==> src/rtl/core/potf_pkg.sv <==
`timescale 1ns / 1ps

package potf_pkg;

  localparam int CPU_BITS_DEFAULT = 8;

  localparam int KIND_W = 3;
  localparam int TIME_W = 63;
  localparam int CPU_W = 8;
  localparam int LEN_W = 63;
  localparam int CNT_W = 16;
  localparam int OVH_W = 64;

  // slave tdata layout
  localparam int IN_TIME_LO = 0;
  localparam int IN_CPU_LO = IN_TIME_LO + TIME_W;
  localparam int IN_LEN_LO = IN_CPU_LO + CPU_W;
  localparam int IN_DATA_W = ((IN_LEN_LO + LEN_W + 7) / 8) * 8;

  // master tdata layout
  localparam int OUT_CUR_LO = 0;
  localparam int OUT_PREV_LO = OUT_CUR_LO + CPU_W;
  localparam int OUT_OVH_LO = OUT_PREV_LO + CPU_W;
  localparam int OUT_LEN_LO = OUT_OVH_LO + OVH_W;
  localparam int OUT_DATA_W = ((OUT_LEN_LO + LEN_W + 7) / 8) * 8;

  localparam logic [KIND_W-1:0] KIND_HOT_OK = 3'd0;
  localparam logic [KIND_W-1:0] KIND_HOT_BAD = 3'd1;
  localparam logic [KIND_W-1:0] KIND_PRE_OK = 3'd2;
  localparam logic [KIND_W-1:0] KIND_PRE_BAD = 3'd3;

  localparam logic [CNT_W-1:0] ROUND_LEN_RESET = 16'd1;

endpackage

==> src/rtl/core/preemption_overhead_trace_filter_unit.sv <==
`timescale 1ns / 1ps

// an accepted input item passes the input stage and then the result stage on its way to the master side
// throughput: one item per cycle; a stalled result keeps one item in the input stage,
// after which s_tready stays low until the result is taken
// items that make no result still need a free result stage to leave the input stage
// reset (rst, synchronous, active high) empties both stages, clears the round
// counters and the last cpu, and sets the round length to 1

module preemption_overhead_trace_filter_unit #(
  parameter int CPU_BITS = potf_pkg::CPU_BITS_DEFAULT
) (
  input  logic                               clk,
  input  logic                               rst,
  // configuration: round length
  input  logic                               cfg_valid,
  output logic                               cfg_ready,
  input  logic [potf_pkg::CNT_W-1:0]         cfg_data,
  // input records
  input  logic                               s_tvalid,
  output logic                               s_tready,
  // record time, cpu_number, preempt_length, zero pad
  input  logic [potf_pkg::IN_DATA_W-1:0]     s_tdata,
  // record_kind
  input  logic [potf_pkg::KIND_W-1:0]        s_tuser,
  // results
  output logic                               m_tvalid,
  input  logic                               m_tready,
  // current_cpu, previous_cpu, overhead, length_out, zero pad
  output logic [potf_pkg::OUT_DATA_W-1:0]    m_tdata
);

  localparam int KEEP = (CPU_BITS < potf_pkg::CPU_W) ? CPU_BITS : potf_pkg::CPU_W;

  // configuration and filter state
  logic [potf_pkg::CNT_W-1:0]  round_len;
  logic [potf_pkg::CNT_W-1:0]  round_count;
  logic [potf_pkg::CNT_W-1:0]  valid_count;
  logic                        clean_so_far;
  logic                        have_hot_min;
  logic [potf_pkg::TIME_W-1:0] hot_minimum;
  logic [KEEP-1:0]             seen_cpu;

  // input stage
  logic                        st_valid;
  logic [potf_pkg::KIND_W-1:0] st_kind;
  logic [potf_pkg::TIME_W-1:0] st_time;
  logic [KEEP-1:0]             st_cpu;
  logic [potf_pkg::LEN_W-1:0]  st_len;

  // result stage
  logic [potf_pkg::CPU_W-1:0]  res_cur;
  logic [potf_pkg::CPU_W-1:0]  res_prev;
  logic [potf_pkg::OVH_W-1:0]  res_ovh;
  logic [potf_pkg::LEN_W-1:0]  res_len;

  logic                        out_free;
  logic                        advance;
  logic                        is_hot;
  logic                        is_pre;
  logic                        good_hot;
  logic                        emit;
  logic                        round_close;
  logic [potf_pkg::CNT_W-1:0]  round_inc;
  logic [potf_pkg::CNT_W-1:0]  valid_inc;
  logic [potf_pkg::CNT_W-1:0]  valid_after;
  logic [potf_pkg::TIME_W-1:0] min_after;

  assign cfg_ready = 1'b1;
  assign out_free  = !m_tvalid || m_tready;
  assign advance   = st_valid && out_free;
  assign s_tready  = !st_valid || out_free;

  always_comb begin
    is_hot      = (st_kind == potf_pkg::KIND_HOT_OK) || (st_kind == potf_pkg::KIND_HOT_BAD);
    is_pre      = (st_kind == potf_pkg::KIND_PRE_OK) || (st_kind == potf_pkg::KIND_PRE_BAD);
    good_hot    = clean_so_far && (st_kind == potf_pkg::KIND_HOT_OK);
    emit        = have_hot_min && (st_kind == potf_pkg::KIND_PRE_OK);
    round_inc   = round_count + 1'b1;
    // saturates so the count stays nonzero for the rest of the round
    valid_inc   = (&valid_count) ? valid_count : valid_count + 1'b1;
    valid_after = good_hot ? valid_inc : valid_count;
    // the first valid read of a round replaces the minimum
    min_after   = (good_hot && ((valid_inc == potf_pkg::CNT_W'(1)) || (st_time < hot_minimum)))
                  ? st_time : hot_minimum;
    round_close = (round_inc == round_len);
  end

  always_ff @(posedge clk) begin
    if (rst) begin
      round_len    <= potf_pkg::ROUND_LEN_RESET;
      round_count  <= '0;
      valid_count  <= '0;
      clean_so_far <= 1'b1;
      have_hot_min <= 1'b0;
      hot_minimum  <= '0;
      seen_cpu     <= '0;
      st_valid     <= 1'b0;
      m_tvalid     <= 1'b0;
    end else begin
      if (cfg_valid && cfg_ready) begin
        round_len <= cfg_data;
      end

      if (s_tvalid && s_tready) begin
        st_valid <= 1'b1;
      end else if (advance) begin
        st_valid <= 1'b0;
      end

      if (advance && is_hot) begin
        hot_minimum <= min_after;
        if (round_close) begin
          have_hot_min <= (valid_after != '0);
          round_count  <= '0;
          valid_count  <= '0;
          clean_so_far <= 1'b1;
        end else begin
          round_count  <= round_inc;
          valid_count  <= valid_after;
          clean_so_far <= good_hot;
        end
      end
      if (advance && (is_hot || is_pre)) begin
        seen_cpu <= st_cpu;
      end

      if (out_free) begin
        m_tvalid <= advance && emit;
      end
    end
  end

  // payload registers
  always_ff @(posedge clk) begin
    if (s_tvalid && s_tready) begin
      st_kind <= s_tuser;
      st_time <= s_tdata[potf_pkg::IN_TIME_LO +: potf_pkg::TIME_W];
      st_cpu  <= s_tdata[potf_pkg::IN_CPU_LO +: KEEP];
      st_len  <= s_tdata[potf_pkg::IN_LEN_LO +: potf_pkg::LEN_W];
    end
    if (advance && emit && out_free) begin
      res_cur  <= potf_pkg::CPU_W'(st_cpu);
      res_prev <= potf_pkg::CPU_W'(seen_cpu);
      res_ovh  <= potf_pkg::OVH_W'(st_time) - potf_pkg::OVH_W'(hot_minimum);
      res_len  <= st_len;
    end
  end

  always_comb begin
    m_tdata = '0;
    m_tdata[potf_pkg::OUT_CUR_LO +: potf_pkg::CPU_W]  = res_cur;
    m_tdata[potf_pkg::OUT_PREV_LO +: potf_pkg::CPU_W] = res_prev;
    m_tdata[potf_pkg::OUT_OVH_LO +: potf_pkg::OVH_W]  = res_ovh;
    m_tdata[potf_pkg::OUT_LEN_LO +: potf_pkg::LEN_W]  = res_len;
  end

endmodule

==> config.mk <==
export PLATFORM = sky130hd
export DESIGN_NAME = preemption_overhead_trace_filter_unit
export DESIGN_NICKNAME = d
export VERILOG_FILES = /design/src/rtl/core/potf_pkg.sv /design/src/rtl/core/preemption_overhead_trace_filter_unit.sv
export SDC_FILE = /design/constraint.sdc
export NUM_CORES = 1
export LEC_CHECK = 0
export ABC_AREA = 1
export BUFFER_PORTS_ARGS = -buffer_cell sky130_fd_sc_hd__buf_2
export CORE_MARGIN = 2
export CORE_UTILIZATION = 40
export CTS_BUF_LIST = sky130_fd_sc_hd__clkbuf_16
export CTS_CLUSTER_DIAMETER = 30
export DETAILED_ROUTE_END_ITERATION = 12
export PLACE_DENSITY_LB_ADDON = 0.12
export SLEW_MARGIN = 15
export SYNTH_ARGS = -nofsm -noshare
export SYNTH_HDL_FRONTEND = slang
export SYNTH_SLANG_ARGS = --single-unit
==> constraint.sdc <==
create_clock -name clk -period 21.2 [get_ports clk]
set_clock_uncertainty 0.05 [all_clocks]
set_input_delay 4.24 -clock clk [delete_from_list [all_inputs] [get_ports clk]]
set_output_delay 4.24 -clock clk [all_outputs]
set_load 0.05 [all_outputs]
==> results of run 1 <==
[sequential cells by signal, summed over array words and instances, names as in the netlist]
name	flops
res_ovh	64
hot_minimum	63
res_len	63
st_len	63
st_time	63
round_count	16
round_len	16
valid_count	16
res_cur	8
res_prev	8
seen_cpu	8
st_cpu	8
st_kind	3
clean_so_far	1
have_hot_min	1
m_tvalid	1
st_valid	1
[stage by stage]
stage | cell area [µm²] | hold slack, ns | cells | setup slack (ns)
final | 24800 | 0.362 | 3355 | 12.08
after global routing | 24800 | 0.368 | 3355 | 11.97
after CTS | 24800 | 0.360 | 3355 | 12.07
after detailed placement | 21900 | 0.355 | 3190 | 12.07
after global placement | 21900 | 0.350 | 3190 | 12.08
after floorplan | 19800 | 0.350 | 2268 | 2.05
[cell usage in the layout, fill, tap and decap left out, types with 14 or more instances in the layout]
master                      count
sky130_fd_sc_hd__a21oi_1      180
sky130_fd_sc_hd__a21oi_2       20
sky130_fd_sc_hd__a31oi_1       15
sky130_fd_sc_hd__buf_2        302
sky130_fd_sc_hd__clkbuf_16     91
sky130_fd_sc_hd__clkinv_1      20
sky130_fd_sc_hd__dfxtp_1      123
sky130_fd_sc_hd__edfxtp_1     280
sky130_fd_sc_hd__ha_1          65
sky130_fd_sc_hd__inv_1        339
sky130_fd_sc_hd__nand2_1      483
sky130_fd_sc_hd__nand3_1      144
sky130_fd_sc_hd__nand4_1       19
sky130_fd_sc_hd__nor2_1       324
sky130_fd_sc_hd__nor3_1        16
sky130_fd_sc_hd__o21ai_0       91
sky130_fd_sc_hd__o21bai_1      14
sky130_fd_sc_hd__xor2_1        42
[synth_stat cells (4+ instances only)]
library cell               count  area (µm²)
sky130_fd_sc_hd__nand2_1     483        1810
sky130_fd_sc_hd__nand4_1      19         119
sky130_fd_sc_hd__a21oi_2      20         175
sky130_fd_sc_hd__buf_2        14        70.1
sky130_fd_sc_hd__o21ai_1       4        20.0
sky130_fd_sc_hd__a21oi_1     180         901
sky130_fd_sc_hd__buf_6         5        56.3
sky130_fd_sc_hd__buf_4         4        30.0
sky130_fd_sc_hd__edfxtp_1    280        8410
sky130_fd_sc_hd__xnor2_1      13         114
sky130_fd_sc_hd__o21bai_1     14         105
sky130_fd_sc_hd__xor2_1       42         368
sky130_fd_sc_hd__inv_1       321        1200
sky130_fd_sc_hd__nor2_1      325        1220
sky130_fd_sc_hd__o21ai_0      91         455
sky130_fd_sc_hd__nand3b_1      7        52.6
sky130_fd_sc_hd__nor3_1       16        80.1
sky130_fd_sc_hd__dfxtp_1     123        2460
sky130_fd_sc_hd__a21boi_0      9        67.6
sky130_fd_sc_hd__inv_2         4        15.0
sky130_fd_sc_hd__o21a_1        4        30.0
sky130_fd_sc_hd__ha_1         65         813
sky130_fd_sc_hd__nand3_1     144         721
sky130_fd_sc_hd__clkbuf_1     31         116
sky130_fd_sc_hd__a21o_1        8        60.1
sky130_fd_sc_hd__a31oi_1      15        93.8
[cells by family after synthesis]
logic type,after synthesis
flops,403
simple gates,1011
compound gates,348
xor+xnor,55
buf+inv,383
fa+ha+maj,66
other cells,2
[worst paths after layout]
path | start | end | slack [ns]
worst max-delay path | m_tready | s_tready | 12.08
worst min-delay path | st_len[29] | res_len[29] | 0.36
worst max register to register | st_time[0] | hot_minimum[31] | 17.33
worst min register to register | st_len[29] | res_len[29] | 0.36
[cell type report]
type / count / share of cell area, %
sequential: 403 / 43.8
multi-input combinational: 1482 / 29.8
clock buffer: 91 / 9.17
timing repair buffer: 314 / 6.45
inverter: 327 / 4.96
tap: 664 / 3.34
clock inverter: 74 / 2.50
[power groups by stage]
| stage | clock (W) | sequential [W] | combinational (W) |
|---|---|---|---|
| floorplan | 0 | 0.000888 | 0.0000972 |
| CTS | 0.00132 | 0.000878 | 0.000150 |
| detailed placement | 0 | 0.000891 | 0.000149 |
| global route | 0.00136 | 0.000878 | 0.000168 |
| finish | 0.00129 | 0.000878 | 0.000149 |
| global placement | 0 | 0.000891 | 0.000148 |
[routing by layer]
metal	GRT usage, %	up-vias	routed length [µm]
li1	-	8179	-
met1	25.4	7510	23200
met2	34.2	366	25500
met3	5.08	89	2650
met4	7.15	10	1260
met5	0	-	63
[critical path, stage by stage]
cell and delay (ns):
sky130_fd_sc_hd__buf_2 0.10, sky130_fd_sc_hd__nor2_1 0.16, sky130_fd_sc_hd__nand2_1 0.11, sky130_fd_sc_hd__buf_2 0.22
==> results, run 1 <==
- From synthesis to final layout, the design area changed by 25.6%.
- The number of hold buffers added after CTS was 0.
- The clock network burns 55.8% of the power.
- Summing the areas of all fa, ha and maj instances in the mapped netlist gives 4.21% of the synthesized area.
- Buffers added to address setup during post-CTS repair amount to 0.
- The die boundary width is 226 µm.
- After floorplanning, the core was sized to cover 0.0488 mm².
- Counting instances, the worst hold path has a depth of 0.
- The depth of the most critical reg-to-reg path is 19.
- The first global-routing pass estimated 81200 µm of wire.
- The peak ir drop on the vdd network is 0.0612 mV.
- The share of the yosys chip area belonging to registers is 55.0%.
- At the pin with the least slew margin, the transition time is 0.966 ns.
- The gate count after technology mapping is 2268.
- The highest net fanout along the worst path is 3.
- The number of nets at the end of the flow is 2843.
- Subtracting the final worst setup slack from the clock period gives 9.12 ns.
- The number of synthesis warnings is 0.
- The synthesized netlist devotes 9.77% of its cell area to compound gates.
- Adding up every negative setup slack in the final design gives 0 ns.
- The run finished with clean final reports.
- The endpoint type of the worst setup path is an output pin.
- For this run the aggregate overflow at the end of global routing stands at 0.
- The share of synthesized cell area in and, or, nand and nor gates is 20.9%.
- The number of enable flip-flop cells after synthesis is 280.
- The static power due to leakage is 10.2 nW.
- The endpoint arrival time on the critical path is 4.83 ns.
- The switching share of total power is 23.7%.
- For this run, asynchronously set or reset flops after synthesis account for 0%.
- For this run, the share of the core covered by cells in the final layout is 50.9%.
- At the end of routability-driven placement, the weighted congestion stood at 0.915.
- The clock transition at the registers of the reported paths is 0.04 ns.
- The clock latency reported for the late side of the worst-skew pair is 0.63 ns.
- The final antenna-violating net count is 0.
- Counting along the longest clock path gives a buffer depth of 3.
- The number of clock buffers added by TritonCTS is 89.
- Entering global routing, the biggest net connects 76 pins.
- The via count normalized by instance count is 4.81.
- Headroom to the max-slew limit came out at 35.6%.
- Combinational logic is responsible for 6.4% of the overall power.
- The row count is 81.
- The switching power summed over all nets is 0.000549 W.
- The sum of routed wire length over all layers is 52700 µm.
- The die covers 0.0512 mm².
- The area occupied by multi-input gates is 0.00741 mm².
- The proportion of power drawn by flip-flops and latches is 37.8%.
- The max-slew violation count is 0.
- The number of levels in the clock H-tree is 3.
- The quantity of gates resized following cts is 0.
- Of the total synthesized cell area, the portion taken by XOR and XNOR cells is 2.44%.
- The final critical path takes up 43.0% of the cycle.
- The number of buffers added on ports is 302.
- The min-delay analysis places its worst path in the category register to register.
- Counting every sink on the clock net gives 403.
- The number of antenna violations at the first check in global routing is 5.
- Internal power comes to 0.00177 W.
- Setup violations remaining at the end of the flow were counted as 0.
- The wire length per cell is 15.7 µm.
- The number of storage elements in the synthesis netlist is 403.
- The mean area per synthesized cell is 8.72 µm².
- The number of optimization iterations in the first detailed-route pass is 5.
- The total count of hold-check failures in the final report is 0.
- The overall power after layout is 0.00232 W.
- Detailed routing inserted a total of 16200 vias.
- The floorplan die height is 226 µm.
- The most frequently used flop master after synthesis is sky130_fd_sc_hd__edfxtp_1.
- After synthesis, the largest family of logic cells by area is simple AND/OR/NAND/NOR gates.
- Setup repair after global routing left no endpoint under its margin.
- The worst setup path is of the input port to output pin kind.
- The number of fill cells in the layout is 4732.
- The fraction of final layout cells sized beyond drive strength 1 is 17.8%.
- The area taken by flip-flops and latches is 0.0109 mm².
- The number of distinct library cells after synthesis is 42.
- The starting density of the core is 40.5%.
- The via count of the first global-routing pass is 15500.
- TritonCTS built the clock tree.
- The power per cell area is 93.4 mW/mm².
- The post-synthesis mux area share is 0%.
- The critical path required time is 16.91 ns.
- The post-synthesis instance area is 0.0198 mm².
- Max-cap violations in this run came to 0.
- The total global-route track usage is 20.3%.
- STA classifies the critical path startpoint as an input port.
- For this run, design rule violations remaining after detail routing come to 0.
- The I/O pin total is 307.
- The root buffer cell is sky130_fd_sc_hd__clkbuf_16.
- The maximum frequency from static timing analysis is 0.110 GHz.
- Counting every net in the synthesized netlist gives 2494.
- The DRC marker count from the first detailed-route iteration is 846.
- The antenna cell count is 0.
- The placed wire-length estimate after detailed placement is 39200 µm.
No activity file was read; power rests on OpenSTA's default activity.
==> inputs of run 2 (changes only) <==
--- a/config.mk
+++ b/config.mk
@@ -5,7 +5,7 @@
 export SDC_FILE = /design/constraint.sdc
 export NUM_CORES = 1
 export LEC_CHECK = 0
-export ABC_AREA = 1
+export ABC_AREA = 0
 export BUFFER_PORTS_ARGS = -buffer_cell sky130_fd_sc_hd__buf_2
 export CORE_MARGIN = 2
 export CORE_UTILIZATION = 40
==> constraint.sdc (replaced) <==
create_clock -name clk -period 8 [get_ports clk]
set_clock_uncertainty 0.05 [all_clocks]
set_input_delay 1.6 -clock clk [delete_from_list [all_inputs] [get_ports clk]]
set_output_delay 1.6 -clock clk [all_outputs]
set_load 0.05 [all_outputs]
==> results, run 2 <==
- Once routing completed, OpenROAD measured the worst setup slack at 3.75 ns.
- After synthesis, the largest area contributor takes up 45.6% of total cell area.
- In this run the tool buffered the top-level ports with 302 buffer cells.
- The root buffer cell is sky130_fd_sc_hd__clkbuf_16.
- The tightest min-delay check is of the register to register type.
- The critical path launch point type is a register.
- The total via count after detailed routing is 13200.
- The total overflow reported by the global router is 0.
- Setup violations remaining at the end of the flow were counted as 0.
- The mean area per synthesized cell is 11.6 µm².
- In this run the core area contains 78 standard-cell rows.
- Synthesis inferred 403 register bits.
- The endpoint identified for the worst register-to-register timing path is hot_minimum[25].
- The Yosys step of the flow raised 0 warnings.
- The share of synthesized cell area in and, or, nand and nor gates is 11.6%.
- Summing the areas of all xor and xnor instances in the mapped netlist gives 4.08% of the synthesized area.
- The cell area after placement is 0.0204 mm².
- The slowest stage of the critical path is the sky130_fd_sc_hd__buf_4 cell.
- After synthesis, the largest family of logic cells by area is compound AO/OA/AOI/OAI gates.
- The depth of the most critical reg-to-reg path is 14.
- The first TritonRoute pass finished after 5 iterations.
- After synthesis, the most frequently instantiated cells are 280 x sky130_fd_sc_hd__edfxtp_1, 150 x sky130_fd_sc_hd__nor2_1, 123 x sky130_fd_sc_hd__a21oi_1, 123 x sky130_fd_sc_hd__dfxtp_1.
- In the routed layout, each cell is associated on average with a via count of 5.09.
- STA puts the critical path data arrival time at 4.67 ns.
- In this run the remaining antenna-violating nets after routing total 0.
- The transition time at the pin with the least slew margin is 0.995 ns.
- The placed wire-length estimate after detailed placement is 31700 µm.
- The number of enable flip-flop cells after synthesis is 280.
- The later pin in the worst-skew pair is clocked with a latency of 0.62 ns.
- The via count of the first global-routing pass was 13100.
- The fraction of final layout cells sized beyond drive strength 1 is 24.3%.
- The weighted congestion at the end of routability-driven global placement is 0.848.
- 307 I/O pins were placed.
- Counting the buffers created by CTS gives 88.
- The max-slew violation count came to 0.
- At the end of the flow the core is filled with cells to 51.9%.
- The slack of the worst reg-to-reg path is 3.75 ns.
- The global-route wire length before repair is 70400 µm.
- Post-CTS timing repair inserted 0 buffers for setup.
- For this run, the top clock speed supported by timing is 0.235 GHz.
- Yosys instantiated no cell more often than sky130_fd_sc_hd__edfxtp_1.
- After synthesis the cells add up to 0.0184 mm².
- The post-synthesis share of cell area spent on full adders, half adders and majority gates is 4.52%.
- The clock passes through at most 3 buffers.
- The post-route standard cell area excluding fillers is 0.0236 mm².
- The critical path runs through a total of 14 cells.
- The biggest area contributor in the post-synthesis netlist is sky130_fd_sc_hd__edfxtp_1.
- The number of cells in the finished layout apart from fillers is 2589.
- The worst setup path category is register to register.
- Setup repair after global routing left no endpoint under its margin.
- The number of placed cells counting well taps is 2421.
- The category of cells accounting for the largest share of critical-path delay is compound AO/OA/AOI/OAI gates.
- The post-route clock period utilization is 53.1%.
- The first routing iteration left 694 violations.
- Power spread over the standard cell area amounts to 279 mW/mm².
- The total negative slack for setup checks is 0 ns.
- The quantity of gates resized following cts is 0.
- The number of hold buffers added after cts is 0.
- The proportion of synthesized flip-flops having asynchronous set or reset is 0%.
- The worst setup path is captured at a register.
- The share of the Yosys chip area taken by registers is 58.9%.
- Yosys attributes the largest share of cell area to sky130_fd_sc_hd__edfxtp_1 46%, sky130_fd_sc_hd__dfxtp_1 13%, sky130_fd_sc_hd__mux2i_1 4.8%.
- Counting I/O delays and the setup requirement, the final critical path takes 4.25 ns.
- Across the run, the number of max-cap violations was 0.
- Leaving out fill and tap cells, the most frequent cell in the layout is sky130_fd_sc_hd__buf_2.
- The die covers 0.0479 mm².
- After floorplanning, the core was sized to cover 0.0455 mm².
- Ranked by flip-flop count, first place goes to res_ovh.
- The number of distinct library cells after synthesis is 80.
- The worst slack at placement is 2.96 ns.
- The number of antenna violations at the first check in global routing is 10.
- The highest net fanout along the worst path is 37.
- The critical path required time is 8.42 ns.
- The TritonCTS clock tree is done.
- Dividing the detail-routed wire length by the instance count gives 17.5 µm.
- The number of nets handed over by synthesis was 1814.
- The startpoint identified for the worst register-to-register timing path is st_time[0].
- In this run the static leakage power is 9.45 nW.
- The number of levels in the clock H-tree is 3.
- For this run, the post-layout net count is 2138.
- The buffer and inverter count on the worst path is 3.
- The worst slew margin relative to its limit is 33.7%.
- For this configuration, the core starts out at a cell density of 40.6%.
- After clock tree synthesis, the clock-pin slew on the worst setup and hold paths is 0.05 ns.
- The top cell types in the final layout, fill and taps aside, are 301 x sky130_fd_sc_hd__buf_2, 280 x sky130_fd_sc_hd__edfxtp_1, 150 x sky130_fd_sc_hd__nor2_1, 123 x sky130_fd_sc_hd__dfxtp_1, 122 x sky130_fd_sc_hd__a21oi_1.
- The clock sink count is 403.
- On the worst path, the slowest cell contributes a delay of 0.64 ns.
- The worst setup path startpoint is st_time[0].
- The total DRC errors in the routed layout is 0.
- The complex-gate fraction of the synthesized area is 12.1%.
- The flip-flop count of the largest register, all copies and words added is 64.
- Traced cell by cell, the critical path runs through inv_1 -> ha_1 -> fa_1 -> nand2b_1 -> a21oi_1 -> o21a_1 -> a21oi_1 -> buf_4 -> o41ai_1 -> o21ai_1 -> a21oi_4 -> buf_4 -> mux2i_1 -> nor2_1.
- The die is 219 µm wide.
- Summed over all layers, the routed wires come to 45200 µm.
- VDD sags by at most 0.292 mV.
- The relative area change from synthesis to final layout is 27.9%.
- The most frequently used flop master after synthesis is sky130_fd_sc_hd__edfxtp_1.
- The worst setup path endpoint is hot_minimum[25].
- The total global-route track usage is 18.9%.
- After technology mapping, the gate count stands at 1588.
- The total count of hold-check failures in the final report is 0.
- The flow ran to the end, and the final reports show no timing, DRC or antenna violations.
- After synthesis, the share of cell area in mux cells is 4.84%.
- The pin count of the biggest net entering global routing is 78.
- The floorplan step set the die height to 219 µm.
run 2: cell count changes in the layout (fill, tap and decap cells not counted), moves of 15 or more:
cell,before,now
sky130_fd_sc_hd__a21oi_1,180,122
sky130_fd_sc_hd__o21ai_0,91,55
sky130_fd_sc_hd__xnor2_1,13,57
sky130_fd_sc_hd__a21o_1,8,30
sky130_fd_sc_hd__nand3_1,144,34
sky130_fd_sc_hd__nor2_1,324,150
sky130_fd_sc_hd__nand2_1,483,77
sky130_fd_sc_hd__nor2b_1,0,15
sky130_fd_sc_hd__inv_1,339,96
sky130_fd_sc_hd__a21oi_2,20,0
sky130_fd_sc_hd__mux2i_1,0,88
run 2: layer usage:
metal / global-route usage [%] / vias up / part of all wire, %
li1: - / 6517 / -
met4: 6.31 / 14 / 1.9
met5: 0 / - / 0.17
met1: 24.4 / 6220 / 44
met2: 29.2 / 363 / 46
met3: 6.99 / 76 / 7.6
run 2: where the power goes:
part           switching [W]  internal, W
registers          0.0000342      0.00233
logic               0.000272     0.000183
clock network        0.00119      0.00257
run 2: through the flow:
step           hold slack, ns  total power, W
6_report                0.358         0.00657
5_1_grt                 0.369         0.00682
4_1_cts                 0.357         0.00665
3_5_place_dp            0.355         0.00285
3_3_place_gp            0.351         0.00285
2_1_floorplan           0.350         0.00270
run 2: worst reg2reg max path: cells and delay by family, from the launching register on:
| family | cells | cell delay, ns |
|---|---|---|
| multiplexers | 1 | 0.30 |
| adder cells (fa/ha/maj) | 2 | 0.60 |
| AND/OR/NAND/NOR | 2 | 0.24 |
| buffers and inverters | 3 | 0.85 |
| AO/OA/AOI/OAI | 6 | 1.73 |
| flip-flops | 1 | 0.34 |
run 2: layout make-up:
| cell class | instances | area [µm²] |
|---|---|---|
| sequential | 403 | 10900 |
| multi-input combinational | 1018 | 6880 |
| tap | 600 | 751 |
| timing repair buffer | 313 | 1620 |
| clock buffer | 88 | 2200 |
| antenna | 3 | 7.51 |
| fill | 4057 | 21900 |
| inverter | 88 | 330 |
| clock inverter | 76 | 942 |
run 2: worst min-delay path by stage:
stage,startpoint,endpoint,slack [ns],cells past startpoint
after floorplan,st_len[0],res_len[0],0.35,0
after global placement,st_len[35],res_len[35],0.35,0
after detailed placement,st_len[11],res_len[11],0.35,0
after CTS,st_len[31],res_len[31],0.36,0
after global routing,st_len[11],res_len[11],0.37,0
final,st_len[31],res_len[31],0.36,0
run 2: logic make-up (layout without fill, tap and decap cells):
group                      after synthesis  count (layout)
muxes                                   89              89
DFF                                    403             403
buffers and inverters                  167             565
xor gates and xnor gates                86              86
AOI/OAI and AO/OA                      355             355
adders and majority gates               66              66
and+or+nand+nor                        420             420
other                                    2               5
